===== src/hdl/acbi_pkg.sv =====
// Shared widths, register codes, payload types and the step function of the index unit.
package acbi_pkg;

  localparam int unsigned IDX_W   = 26;
  localparam int unsigned WORD_W  = 64;
  localparam int unsigned HALF_W  = 32;
  localparam int unsigned SEG_W   = 21;
  localparam int unsigned LANES_W = 5;
  localparam int unsigned LEN_W   = SEG_W + 2;
  localparam int unsigned LANE_W  = IDX_W - 2;
  localparam int unsigned SLICE_W = 2;

  // Block index divider: four quotient bits a stage
  localparam int unsigned DIV_STAGES = 7;
  localparam int unsigned DIV_BITS   = 4;
  localparam int unsigned DIV_PAD_W  = DIV_STAGES * DIV_BITS;
  // Lane selector reduction: five bits a stage, same stage count
  localparam int unsigned MOD_BITS   = 5;
  localparam int unsigned MOD_PAD_W  = DIV_STAGES * MOD_BITS;
  // Relative position reduction modulo lane length
  localparam int unsigned WRAP_STAGES = 8;
  localparam int unsigned WRAP_BITS   = HALF_W / WRAP_STAGES;

  // Configuration port
  localparam int unsigned CFG_IDX_W  = 1;
  localparam int unsigned CFG_DATA_W = SEG_W;
  localparam logic [CFG_IDX_W-1:0] REG_SEGMENT_LENGTH = 1'b0;
  localparam logic [CFG_IDX_W-1:0] REG_LANE_COUNT     = 1'b1;
  localparam logic [SEG_W-1:0]     SEG_RESET          = 21'd262144;
  localparam logic [LANES_W-1:0]   LANES_RESET        = 5'd4;

  // Stream widths
  localparam int unsigned IN_DATA_W  = 96;
  localparam int unsigned OUT_DATA_W = 56;

  // Divider stage payload
  typedef struct packed {
    logic [IDX_W-1:0]     ij;
    logic [HALF_W-1:0]    rand32;
    logic [MOD_PAD_W-1:0] hi;
    logic [DIV_PAD_W-1:0] div_num;
    logic [DIV_PAD_W-1:0] quo;
    logic [SEG_W-1:0]     rem_d;
    logic [LANES_W-1:0]   rem_m;
  } split_t;

  // Decomposed block index
  typedef struct packed {
    logic [IDX_W-1:0]   ij;
    logic [HALF_W-1:0]  rand32;
    logic [LANE_W-1:0]  lane;
    logic [SLICE_W-1:0] slice;
    logic [SEG_W-1:0]   pos;
    logic [LANES_W-1:0] rem_m;
  } idx_t;

  // Unreduced relative position with its base
  typedef struct packed {
    logic [IDX_W-1:0]  prev;
    logic [IDX_W-1:0]  base;
    logic [HALF_W-1:0] rel;
  } rel_t;

  // One restoring step group of both dividers
  function automatic split_t split_step(split_t s, logic [SEG_W-1:0] seg,
                                        logic [LANES_W-1:0] lanes);
    split_t           r;
    logic [SEG_W:0]   td;
    logic [LANES_W:0] tm;
    r = s;
    for (int b = 0; b < DIV_BITS; b++) begin
      td = {r.rem_d, r.div_num[DIV_PAD_W-1]};
      r.div_num = r.div_num << 1;
      if (td >= {1'b0, seg}) begin
        td = td - {1'b0, seg};
        r.quo = {r.quo[DIV_PAD_W-2:0], 1'b1};
      end else begin
        r.quo = {r.quo[DIV_PAD_W-2:0], 1'b0};
      end
      r.rem_d = td[SEG_W-1:0];
    end
    for (int b = 0; b < MOD_BITS; b++) begin
      tm = {r.rem_m, r.hi[MOD_PAD_W-1]};
      r.hi = r.hi << 1;
      if (tm >= {1'b0, lanes}) begin
        tm = tm - {1'b0, lanes};
      end
      r.rem_m = tm[LANES_W-1:0];
    end
    return r;
  endfunction

endpackage


===== src/hdl/acbi_split.sv =====
// Pipelined dividers: block index by segment length, lane selector by lane count.
module acbi_split (
  input  logic                        clk_i,
  input  logic                        rst_ni,
  input  logic [acbi_pkg::SEG_W-1:0]  seg_i,
  input  logic [acbi_pkg::LANES_W-1:0] lanes_i,
  input  logic                        valid_i,
  output logic                        ready_o,
  input  logic [acbi_pkg::IDX_W-1:0]  ij_i,
  input  logic [acbi_pkg::WORD_W-1:0] word_i,
  output logic                        valid_o,
  input  logic                        ready_i,
  output acbi_pkg::idx_t              idx_o
);
  import acbi_pkg::*;

  split_t            st_q  [DIV_STAGES];
  split_t            st_d  [DIV_STAGES];
  split_t            st_in [DIV_STAGES];
  logic [DIV_STAGES-1:0] v_q;
  logic [DIV_STAGES:0]   en;
  logic [DIV_PAD_W-1:0]  quo;

  // Stage enables: a stage moves when empty or when the next one moves
  always_comb begin
    en[DIV_STAGES] = ready_i;
    for (int k = DIV_STAGES - 1; k >= 0; k--) begin
      en[k] = !v_q[k] || en[k+1];
    end
  end

  // Stage inputs and step logic
  always_comb begin
    st_in[0].ij      = ij_i;
    st_in[0].rand32  = word_i[HALF_W-1:0];
    st_in[0].hi      = {{(MOD_PAD_W-HALF_W){1'b0}}, word_i[WORD_W-1:HALF_W]};
    st_in[0].div_num = {{(DIV_PAD_W-IDX_W){1'b0}}, ij_i};
    st_in[0].quo     = '0;
    st_in[0].rem_d   = '0;
    st_in[0].rem_m   = '0;
    for (int k = 1; k < DIV_STAGES; k++) begin
      st_in[k] = st_q[k-1];
    end
    for (int k = 0; k < DIV_STAGES; k++) begin
      st_d[k] = split_step(st_in[k], seg_i, lanes_i);
    end
  end

  // Valid bits
  always_ff @(posedge clk_i or negedge rst_ni) begin
    if (!rst_ni) begin
      v_q <= '0;
    end else begin
      if (en[0]) begin
        v_q[0] <= valid_i;
      end
      for (int k = 1; k < DIV_STAGES; k++) begin
        if (en[k]) begin
          v_q[k] <= v_q[k-1];
        end
      end
    end
  end

  // Payload
  always_ff @(posedge clk_i) begin
    for (int k = 0; k < DIV_STAGES; k++) begin
      if (en[k]) begin
        st_q[k] <= st_d[k];
      end
    end
  end

  // Quotient splits into lane and slice
  assign quo          = st_q[DIV_STAGES-1].quo;
  assign idx_o.ij     = st_q[DIV_STAGES-1].ij;
  assign idx_o.rand32 = st_q[DIV_STAGES-1].rand32;
  assign idx_o.lane   = quo[IDX_W-1:SLICE_W];
  assign idx_o.slice  = quo[SLICE_W-1:0];
  assign idx_o.pos    = st_q[DIV_STAGES-1].rem_d;
  assign idx_o.rem_m  = st_q[DIV_STAGES-1].rem_m;
  assign valid_o      = v_q[DIV_STAGES-1];
  assign ready_o      = en[0];

endmodule


===== config.mk =====
export PLATFORM = sky130hd
export DESIGN_NAME = acbi_split
export DESIGN_NICKNAME = d
export VERILOG_FILES = /design/src/hdl/acbi_pkg.sv /design/src/hdl/acbi_split.sv
export SDC_FILE = /design/constraint.sdc
export NUM_CORES = 2
export LEC_CHECK = 0
export ABC_AREA = 1
export ABC_CLOCK_PERIOD_IN_PS = 81200
export BUFFER_PORTS_ARGS = -buffer_cell sky130_fd_sc_hd__buf_2
export CORE_MARGIN = 2
export CORE_UTILIZATION = 44
export CTS_CLUSTER_SIZE = 40
export DETAILED_ROUTE_END_ITERATION = 16
export HOLD_SLACK_MARGIN = 0.1
export SETUP_SLACK_MARGIN = 0.3
export SLEW_MARGIN = 20
export SYNTH_ARGS = -nofsm -noshare
export SYNTH_HDL_FRONTEND = slang
export SYNTH_SLANG_ARGS = --single-unit

===== constraint.sdc =====
create_clock -name clk_i -period 81.2 [get_ports clk_i]
set_input_delay 24.36 -clock clk_i [delete_from_list [all_inputs] [get_ports clk_i]]
set_output_delay 24.36 -clock clk_i [all_outputs]
set_load 0.05 [all_outputs]

==> out/metrics.yaml <==
fin_skew_ns: 0.0731
hold_path.class: "reg2reg"
path_max_fanout: 73
synth_largest_area_cell: "edfxtp_1"
ys_ff_latch: 798
ys_seq_area_share_pct: 34.4
synth_cells: 9001
cts_tree: "yes"
r2r_end: "st_q[5][20]"
ios: 232
cts_sinks: 798
drive_gt1_share_pct: 6.46
crit_end: "ready_o"
vias_per_cell: 5.41
status: "finished clean"
rsz0062_at_grt: "false"
synthesis.nets: 9918
crit_path_start_kind: "primary input"
start_util_pct: 44.4
grt_pass1_wl_mm: 326
cp.required_ns: 56.84
drtAntennaViolNets: 0
critPathCaptureType: "output pin"
arrival_ns: 28.98
cap_violations: 0
synth_async_sr_flop_share_pct: 0.877
slew_headroom_pct: 31.9
grt_pass1_vias: 58600
synth_edf_count: 791
hold_viol: 0
clk_path_buf_depth: 3
drt-total-wl_mm: 210
ctsResizeCount: 0
drt_pass1_iterations: 5
syn_to_final_growth_pct: 9.53
vias: 61900
synth_top_area_share_pct: 34.2
gp_congestion: 0.959
crit_start: "ready_i"
antenna_found_initial: 12
hold_buffers: 0
die_width_um: 401
post-cts-setup-buffer-count: 0
synth_cell_type_count: 64
period_share_pct: 65.7
final_cell_mix: "2,843 x nand2_1, 935 x inv_1, 791 x edfxtp_1"
n_fill_cell: 15400
port_buffers: 231
gr-total-overflow: 0
routedWlPerCell_um: 18.4
cts.htree.levels: 3
grt_max_degree: 74
worstSetupPathType: "in2out"
synth.top_cells.by_area: "edfxtp_1 34%, nand2_1 15%, ha_1 13%"
ys_warn_count: 0
clkLatencyLatePin_ns: 0.74
nets: 10200
drc_errors: 0
synth_ff_type: "edfxtp_1"
die-area_mm2: 0.161
path_clk_slew_ns: 0.06
track_usage_pct: 25.5
hpwl_mm: 159
synth.cell_area_mm2: 0.0695
numCtsBuffers: 91
ff2ff_path_depth: 46
hold_ws_ns: 0.383
rows: 145
r2r_slack_ns: 69.64
clockRootBuffer: "clkbuf_16"
drtIter0Drc: 4642
tightestPinTransition_ns: 1.02
setup_violations: 0
layout_min_cycle_time_ns: 53.34
max_freq_ghz: 0.0187
finalSetupTns_ns: 0
r2r-start: "st_q[4][147]"
core_mm2: 0.157
slew_viol_final: 0
syn_avg_cell_area_um2: 7.72
layout_commonest_cell: "nand2_1"
fp.dieH_um: 401
==> kinds of logic after synthesis <==
group | after synthesis | share of synthesized area [%]
simple gates | 4344 | 26.2
compound gates | 1439 | 11.4
buf+inv | 1080 | 6.17
flops | 798 | 34.4
fa+ha+maj | 797 | 15.0
xor+xnor | 540 | 6.81
mux | 3 | 0.0486
==> synth_stat cells, types with 6 or more instances <==
cell type,count
nor4_1,41
ha_1,739
nand2_1,2844
nand3_1,520
o21bai_1,63
nand2_2,10
o21a_1,10
a31oi_1,52
a21oi_1,637
o21ai_0,478
buf_6,10
nor2_2,25
a21o_1,44
buf_2,54
nand4_1,130
inv_2,13
nand3b_1,31
buf_4,23
or2_2,35
clkbuf_1,13
xor2_1,277
nor3_1,71
a21boi_0,14
a211oi_1,14
xnor2_1,263
dfrtp_1,7
o211ai_1,24
and2_1,12
o21ai_1,45
nor2_4,6
a311oi_1,9
edfxtp_1,791
fa_1,58
nand3_2,20
inv_1,962
o31ai_1,11
nor2_1,580
a41oi_1,7
==> routing by layer <==
layer  share of wire [%]  vias to the layer above  global-route usage [%]
li1                    -                    31100                       -
met1                  45                    28700                    34.7
met2                  46                     1669                    42.3
met3                 5.1                      366                    2.89
met4                 3.2                        4                    8.12
met5               0.013                        -                       0
==> cell type report <==
class                   count  area, um^2  area share, %
repair buffers            294        1630           2.14
multi-input cells        7123       41300           54.2
clock buffers             102        2320           3.05
inverters                 977        3700           4.86
diodes                      5        12.5         0.0164
clock inverters            65         661          0.868
well taps                2058        2570           3.38
flip-flops and latches    798       23900           31.4
==> worst min-delay path by stage <==
stage	startpoint	to	cells after the start	slack, ns
floorplan	st_q[0][95]	st_q[1][100]	0	0.40
global placement	st_q[1][148]	st_q[2][148]	0	0.40
detailed placement	st_q[0][118]	st_q[1][118]	0	0.40
CTS	st_q[0][100]	st_q[1][105]	0	0.38
global route	st_q[0][100]	st_q[1][105]	0	0.39
finish	st_q[0][100]	st_q[1][105]	0	0.38
==> metrics by stage <==
stage / instance area, um^2 / cells / utilization [%] / setup WS, ns
after CTS: 76100 / 11400 / 48.6 / 27.62
after detailed placement: 73100 / 11300 / 46.7 / 27.62
after floorplan: 69500 / 9001 / - / 17.73
after global routing: 76100 / 11400 / 48.6 / 27.36
after global placement: 73100 / 11300 / 46.7 / 27.63
final: 76100 / 11400 / 48.6 / 27.86
==> registers in the layout (all words and copies together) (netlist names) <==
signal	cells
v_q	7
st_q	791
==> worst max-delay path, stage by stage <==
cell and delay [ns]:
buf_2 0.07, nor2_1 0.07, inv_6 0.56, nor2_1 0.20, inv_6 0.48, nor2_1 0.18, inv_6 0.50, nor2_1 0.19
inv_6 0.51, nor2_1 0.19, inv_6 0.54, nor2_1 0.28, nand2_4 0.37, buf_2 0.40
Power is left out: the tool's default activity adds up to more than one toggle a clock period on the data nets, which glitch-free logic cannot reach.
