`src/hdl/acbi_pkg.sv`:
```
// Shared widths, register codes, payload types and the step function of the index unit.
package acbi_pkg;

  localparam int unsigned IDX_W   = 26;
  localparam int unsigned WORD_W  = 64;
  localparam int unsigned HALF_W  = 32;
  localparam int unsigned SEG_W   = 21;
  localparam int unsigned LANES_W = 5;
  localparam int unsigned LEN_W   = SEG_W + 2;
  localparam int unsigned LANE_W  = IDX_W - 2;
  localparam int unsigned SLICE_W = 2;

  // Block index divider: four quotient bits a stage
  localparam int unsigned DIV_STAGES = 7;
  localparam int unsigned DIV_BITS   = 4;
  localparam int unsigned DIV_PAD_W  = DIV_STAGES * DIV_BITS;
  // Lane selector reduction: five bits a stage, same stage count
  localparam int unsigned MOD_BITS   = 5;
  localparam int unsigned MOD_PAD_W  = DIV_STAGES * MOD_BITS;
  // Relative position reduction modulo lane length
  localparam int unsigned WRAP_STAGES = 8;
  localparam int unsigned WRAP_BITS   = HALF_W / WRAP_STAGES;

  // Configuration port
  localparam int unsigned CFG_IDX_W  = 1;
  localparam int unsigned CFG_DATA_W = SEG_W;
  localparam logic [CFG_IDX_W-1:0] REG_SEGMENT_LENGTH = 1'b0;
  localparam logic [CFG_IDX_W-1:0] REG_LANE_COUNT     = 1'b1;
  localparam logic [SEG_W-1:0]     SEG_RESET          = 21'd262144;
  localparam logic [LANES_W-1:0]   LANES_RESET        = 5'd4;

  // Stream widths
  localparam int unsigned IN_DATA_W  = 96;
  localparam int unsigned OUT_DATA_W = 56;

  // Divider stage payload
  typedef struct packed {
    logic [IDX_W-1:0]     ij;
    logic [HALF_W-1:0]    rand32;
    logic [MOD_PAD_W-1:0] hi;
    logic [DIV_PAD_W-1:0] div_num;
    logic [DIV_PAD_W-1:0] quo;
    logic [SEG_W-1:0]     rem_d;
    logic [LANES_W-1:0]   rem_m;
  } split_t;

  // Decomposed block index
  typedef struct packed {
    logic [IDX_W-1:0]   ij;
    logic [HALF_W-1:0]  rand32;
    logic [LANE_W-1:0]  lane;
    logic [SLICE_W-1:0] slice;
    logic [SEG_W-1:0]   pos;
    logic [LANES_W-1:0] rem_m;
  } idx_t;

  // Unreduced relative position with its base
  typedef struct packed {
    logic [IDX_W-1:0]  prev;
    logic [IDX_W-1:0]  base;
    logic [HALF_W-1:0] rel;
  } rel_t;

  // One restoring step group of both dividers
  function automatic split_t split_step(split_t s, logic [SEG_W-1:0] seg,
                                        logic [LANES_W-1:0] lanes);
    split_t           r;
    logic [SEG_W:0]   td;
    logic [LANES_W:0] tm;
    r = s;
    for (int b = 0; b < DIV_BITS; b++) begin
      td = {r.rem_d, r.div_num[DIV_PAD_W-1]};
      r.div_num = r.div_num << 1;
      if (td >= {1'b0, seg}) begin
        td = td - {1'b0, seg};
        r.quo = {r.quo[DIV_PAD_W-2:0], 1'b1};
      end else begin
        r.quo = {r.quo[DIV_PAD_W-2:0], 1'b0};
      end
      r.rem_d = td[SEG_W-1:0];
    end
    for (int b = 0; b < MOD_BITS; b++) begin
      tm = {r.rem_m, r.hi[MOD_PAD_W-1]};
      r.hi = r.hi << 1;
      if (tm >= {1'b0, lanes}) begin
        tm = tm - {1'b0, lanes};
      end
      r.rem_m = tm[LANES_W-1:0];
    end
    return r;
  endfunction

endpackage

```
`src/hdl/acbi_wrap.sv`:
```
// Relative position modulo lane length and final reference index register.
module acbi_wrap (
  input  logic                       clk_i,
  input  logic                       rst_ni,
  input  logic [acbi_pkg::LEN_W-1:0] lane_len_i,
  input  logic                       valid_i,
  output logic                       ready_o,
  input  acbi_pkg::rel_t             rel_i,
  output logic                       valid_o,
  input  logic                       ready_i,
  output logic [acbi_pkg::IDX_W-1:0] prev_o,
  output logic [acbi_pkg::IDX_W-1:0] ref_o
);
  import acbi_pkg::*;

  typedef struct packed {
    logic [IDX_W-1:0]  prev;
    logic [IDX_W-1:0]  base;
    logic [HALF_W-1:0] num;
    logic [LEN_W-1:0]  rem;
  } w_t;

  w_t w_q  [WRAP_STAGES];
  w_t w_d  [WRAP_STAGES];
  w_t w_in [WRAP_STAGES];
  logic [WRAP_STAGES:0]   v_q;
  logic [WRAP_STAGES+1:0] en;
  logic [IDX_W-1:0] prev_q, ref_q;
  logic [LEN_W:0]   t;

  always_comb begin
    en[WRAP_STAGES+1] = ready_i;
    for (int k = WRAP_STAGES; k >= 0; k--) begin
      en[k] = !v_q[k] || en[k+1];
    end
  end

  // Restoring remainder steps
  always_comb begin
    w_in[0].prev = rel_i.prev;
    w_in[0].base = rel_i.base;
    w_in[0].num  = rel_i.rel;
    w_in[0].rem  = '0;
    for (int k = 1; k < WRAP_STAGES; k++) begin
      w_in[k] = w_q[k-1];
    end
    t = '0;
    for (int k = 0; k < WRAP_STAGES; k++) begin
      w_d[k] = w_in[k];
      for (int b = 0; b < WRAP_BITS; b++) begin
        t = {w_d[k].rem, w_d[k].num[HALF_W-1]};
        w_d[k].num = w_d[k].num << 1;
        if (t >= {1'b0, lane_len_i}) begin
          t = t - {1'b0, lane_len_i};
        end
        w_d[k].rem = t[LEN_W-1:0];
      end
    end
  end

  always_ff @(posedge clk_i or negedge rst_ni) begin
    if (!rst_ni) begin
      v_q <= '0;
    end else begin
      if (en[0]) begin
        v_q[0] <= valid_i;
      end
      for (int k = 1; k <= WRAP_STAGES; k++) begin
        if (en[k]) begin
          v_q[k] <= v_q[k-1];
        end
      end
    end
  end

  always_ff @(posedge clk_i) begin
    for (int k = 0; k < WRAP_STAGES; k++) begin
      if (en[k]) begin
        w_q[k] <= w_d[k];
      end
    end
    // output register: lane base plus reduced position
    if (en[WRAP_STAGES]) begin
      prev_q <= w_q[WRAP_STAGES-1].prev;
      ref_q  <= w_q[WRAP_STAGES-1].base
                + {{(IDX_W-LEN_W){1'b0}}, w_q[WRAP_STAGES-1].rem};
    end
  end

  assign prev_o  = prev_q;
  assign ref_o   = ref_q;
  assign valid_o = v_q[WRAP_STAGES];
  assign ready_o = en[0];

endmodule

```
`config.mk`:
```
export PLATFORM = sky130hd
export DESIGN_NAME = acbi_wrap
export DESIGN_NICKNAME = d
export VERILOG_FILES = /design/src/hdl/acbi_pkg.sv /design/src/hdl/acbi_wrap.sv
export SDC_FILE = /design/constraint.sdc
export NUM_CORES = 2
export LEC_CHECK = 0
export ABC_AREA = 1
export BUFFER_PORTS_ARGS = -buffer_cell sky130_fd_sc_hd__buf_2
export CORE_UTILIZATION = 57
export DETAILED_ROUTE_END_ITERATION = 8
export MAX_ROUTING_LAYER = met4
export PLACE_DENSITY = 0.74
export SYNTH_ARGS = -nofsm -noshare
export SYNTH_HDL_FRONTEND = slang
export SYNTH_SLANG_ARGS = --single-unit
```
`constraint.sdc`:
```
create_clock -name clk_i -period 51.7 [get_ports clk_i]
set_input_delay 5.17 -clock clk_i [delete_from_list [all_inputs] [get_ports clk_i]]
set_output_delay 5.17 -clock clk_i [all_outputs]
set_load 0.05 [all_outputs]
```
==> flow_summary.yaml <==
placed_design:
  io_buffers: 164
  gp_congestion: 1.02
  place_hpwl_um: 181000
  place_inst: 11700
grt:
  grt_max_degree: 62
  grt_pass1_wl_um: 362000
  grt_pass1_vias: 64400
  grt_overflow: 0
  grt_usage: 0.375
  antenna_found_initial: 11
sta:
  setup_violations: 0
  max_freq_ghz: 0.0612
  maxSlewViolCount: 0
  slew_headroom: 0.145
  worst_slew_pin_slew_ns: 1.28
  period_minus_slack_ns: 16.34
  rsz0062_at_grt: "false"
  hold_viol_final: 0
  skew_ns: 0.0446
  post-route-period-util: 0.316
  tns_ns: 0
cts:
  postCtsHoldBufs: 0
  clockRootBuffer: "clkbuf_16"
  cts_tree: "done"
  clk_path_buf_depth: 3
  htreeDepth: 3
  numClockSinks: 773
  numCtsBuffers: 81
  clk_pin_slew_ns: 0.07
  cts-resized-gates: 0
  postCtsSetupBuffers: 0
  insertion_delay_ns: 0.72
worst_setup_path:
  start_kind: "input pin"
  crit_top_cell: "nand2_1"
  rr_worst_depth: 54
  cpPeakStageDelay_ns: 0.75
  crit_path_top_delay_cell: "nor2_2"
  arrival_ns: 16.86
  reg2reg_from: "w_q[0][359]$_DFFE_PP_"
  cp_max_fo: 44
  r2r-end: "w_q[1][18]$_DFFE_PP_"
  crit_type: "input pin to register"
  required_ns: 52.22
  crit_path_start: "lane_len_i[6]"
  r2r_setup_slack_ns: 40.38
  cp-end-kind: "register"
yosys:
  yosysTopAreaCellShare: 0.317
  async_flop_share: 0.0116
  synth_area_leader_cell: "edfxtp_1"
  syn_area_um2: 72400
  synth_area_leaders: "edfxtp_1 32%, nand2_1 17%, ha_1 13%, inv_1 5.9%, a21oi_1 5.4%"
  ys_warn_count: 0
  synth.distinct_cells: 59
  syn_nets: 10800
  syn-instance-count: 9964
  synth.ff_latch_count: 773
  avgSynthCellArea_um2: 7.27
  yosys_most_used_dff: "edfxtp_1"
  synth_edf_count: 764
  yosysSeqAreaShare: 0.320
min_path:
  whs_endpoint: "w_q[1][202]$_DFFE_PP_"
  hp-class: "register to register"
  min_delay_path_depth: 0
  hp-start: "w_q[1][99]$_DFFE_PP_"
die:
  coreArea_um2: 126000
  fp-row-count: 130
  start_util: 0.576
  ioPinCount: 165
  die-area_um2: 128000
  die_w_um: 358
  die_h_um: 358
route:
  first_pass_iters: 9
  vias: 69300
  ant_nets: 0
  wl_per_cell_um: 20.1
  vias_per_cell: 5.84
  drtIter0Drc: 6800
  drc: 0
  wirelength_um: 238000
layout:
  post-route-util: 0.621
  drive_gt1_frac: 0.0516
  fin_cells: 11900
  area_growth_pct: 7.75
  final_nets: 11000
  fillCellCount: 11400
job:
  drv_cap: 0
run_status:
  run_status: "finished clean"
Yosys cell counts (41+ instances only):
master    number
edfxtp_1     764
a31oi_1       41
ha_1         738
nor4_1        45
inv_1       1143
o21ai_1       53
nand3_1      560
nand2_1     3249
nor3_1        89
a21o_1        47
a21oi_1      781
o21ai_0      487
or2_2         45
o21bai_1      71
buf_2         80
xor2_1       288
nor2_1       672
xnor2_1      296
nand4_1      190
layer usage:
layer,GRT usage,part of all wire,vias to the layer above
met3,0.0508,0.082,676
met1,0.495,0.43,31800
met4,0.170,0.054,0
met5,-,0,-
li1,-,-,33800
met2,0.573,0.44,3021
layout make-up:
class	instances	area, um2	share of cell area
Multi-Input combinational cell	7894	44200	0.566
Sequential cell	773	23200	0.297
Inverter	1161	4380	0.0561
Clock buffer	92	2070	0.0265
Tap cell	1650	2060	0.0265
Timing Repair Buffer	233	1390	0.0178
Clock inverter	57	771	0.00988
Antenna cell	9	22.5	0.000289
worst max-delay path, delay by kind of cell:
family	cells	cell delay, ns
simple gates	34	5.50
buf+inv	9	2.28
compound gates	8	2.43
fa+ha+maj	4	1.40
metrics by stage:
stage                     worst slack [ns]  area, um2  hold slack [ns]
after global routing                 34.59      78000            0.413
after CTS                            35.71      78000            0.401
after detailed placement             35.01      75200            0.405
after floorplan                      26.55      72400            0.400
after global placement               35.05      75200            0.400
final                                35.36      78000            0.396
cell usage in the layout, fill, tap and decap left out, types with 15 or more instances in the layout:
cell type  netlist  final
nand2_1       3249   3248
inv_1         1143   1113
a21oi_1        781    781
edfxtp_1       764    764
ha_1           738    738
nor2_1         672    672
nand3_1        560    560
o21ai_0        487    487
xnor2_1        296    296
xor2_1         288    288
nand4_1        190    190
buf_2           80    164
nor3_1          89     89
clkbuf_16        0     81
o21bai_1        71     71
buf_4           13     65
o21ai_1         53     53
a21o_1          47     47
or2_2           45     45
nor4_1          45     45
a31oi_1         41     41
inv_2           17     39
fa_1            32     32
nand3b_1        28     28
o211ai_1        25     25
o21a_1          21     21
a21boi_0        17     17
nand3_2         15     15
kinds of logic (layout without fill, tap and decap cells):
group,Yosys count,after routing,synth area share
buffers and inverters,1297,1543,0.0703
and+or+nand+nor,4956,4956,0.284
DFF,773,773,0.320
xor gates and xnor gates,584,584,0.0706
other,0,9,0
adders and majority gates,770,770,0.136
AOI/OAI and AO/OA,1584,1584,0.119
how the worst max path moves through the flow:
| stage | to | slack, ns | depth (start not counted) |
|---|---|---|---|
| 6_report | w_q[1][18]$_DFFE_PP_ | 35.36 | 55 |
| 4_1_cts | w_q[1][18]$_DFFE_PP_ | 35.71 | 55 |
| 3_5_place_dp | w_q[1][18]$_DFFE_PP_ | 35.01 | 55 |
| 3_3_place_gp | w_q[1][18]$_DFFE_PP_ | 35.05 | 55 |
| 2_1_floorplan | ready_o | 26.55 | 16 |
| 5_1_grt | w_q[1][18]$_DFFE_PP_ | 34.59 | 55 |
state kept, by name, indices dropped and copies added (netlist names):
| register | flops |
|---|---|
| w_q | 712 |
| ref_o | 26 |
| prev_o | 26 |
| v_q | 9 |
Power is left out: the tool's default activity adds up to more than one toggle a clock period on the data nets, which glitch-free logic cannot reach.
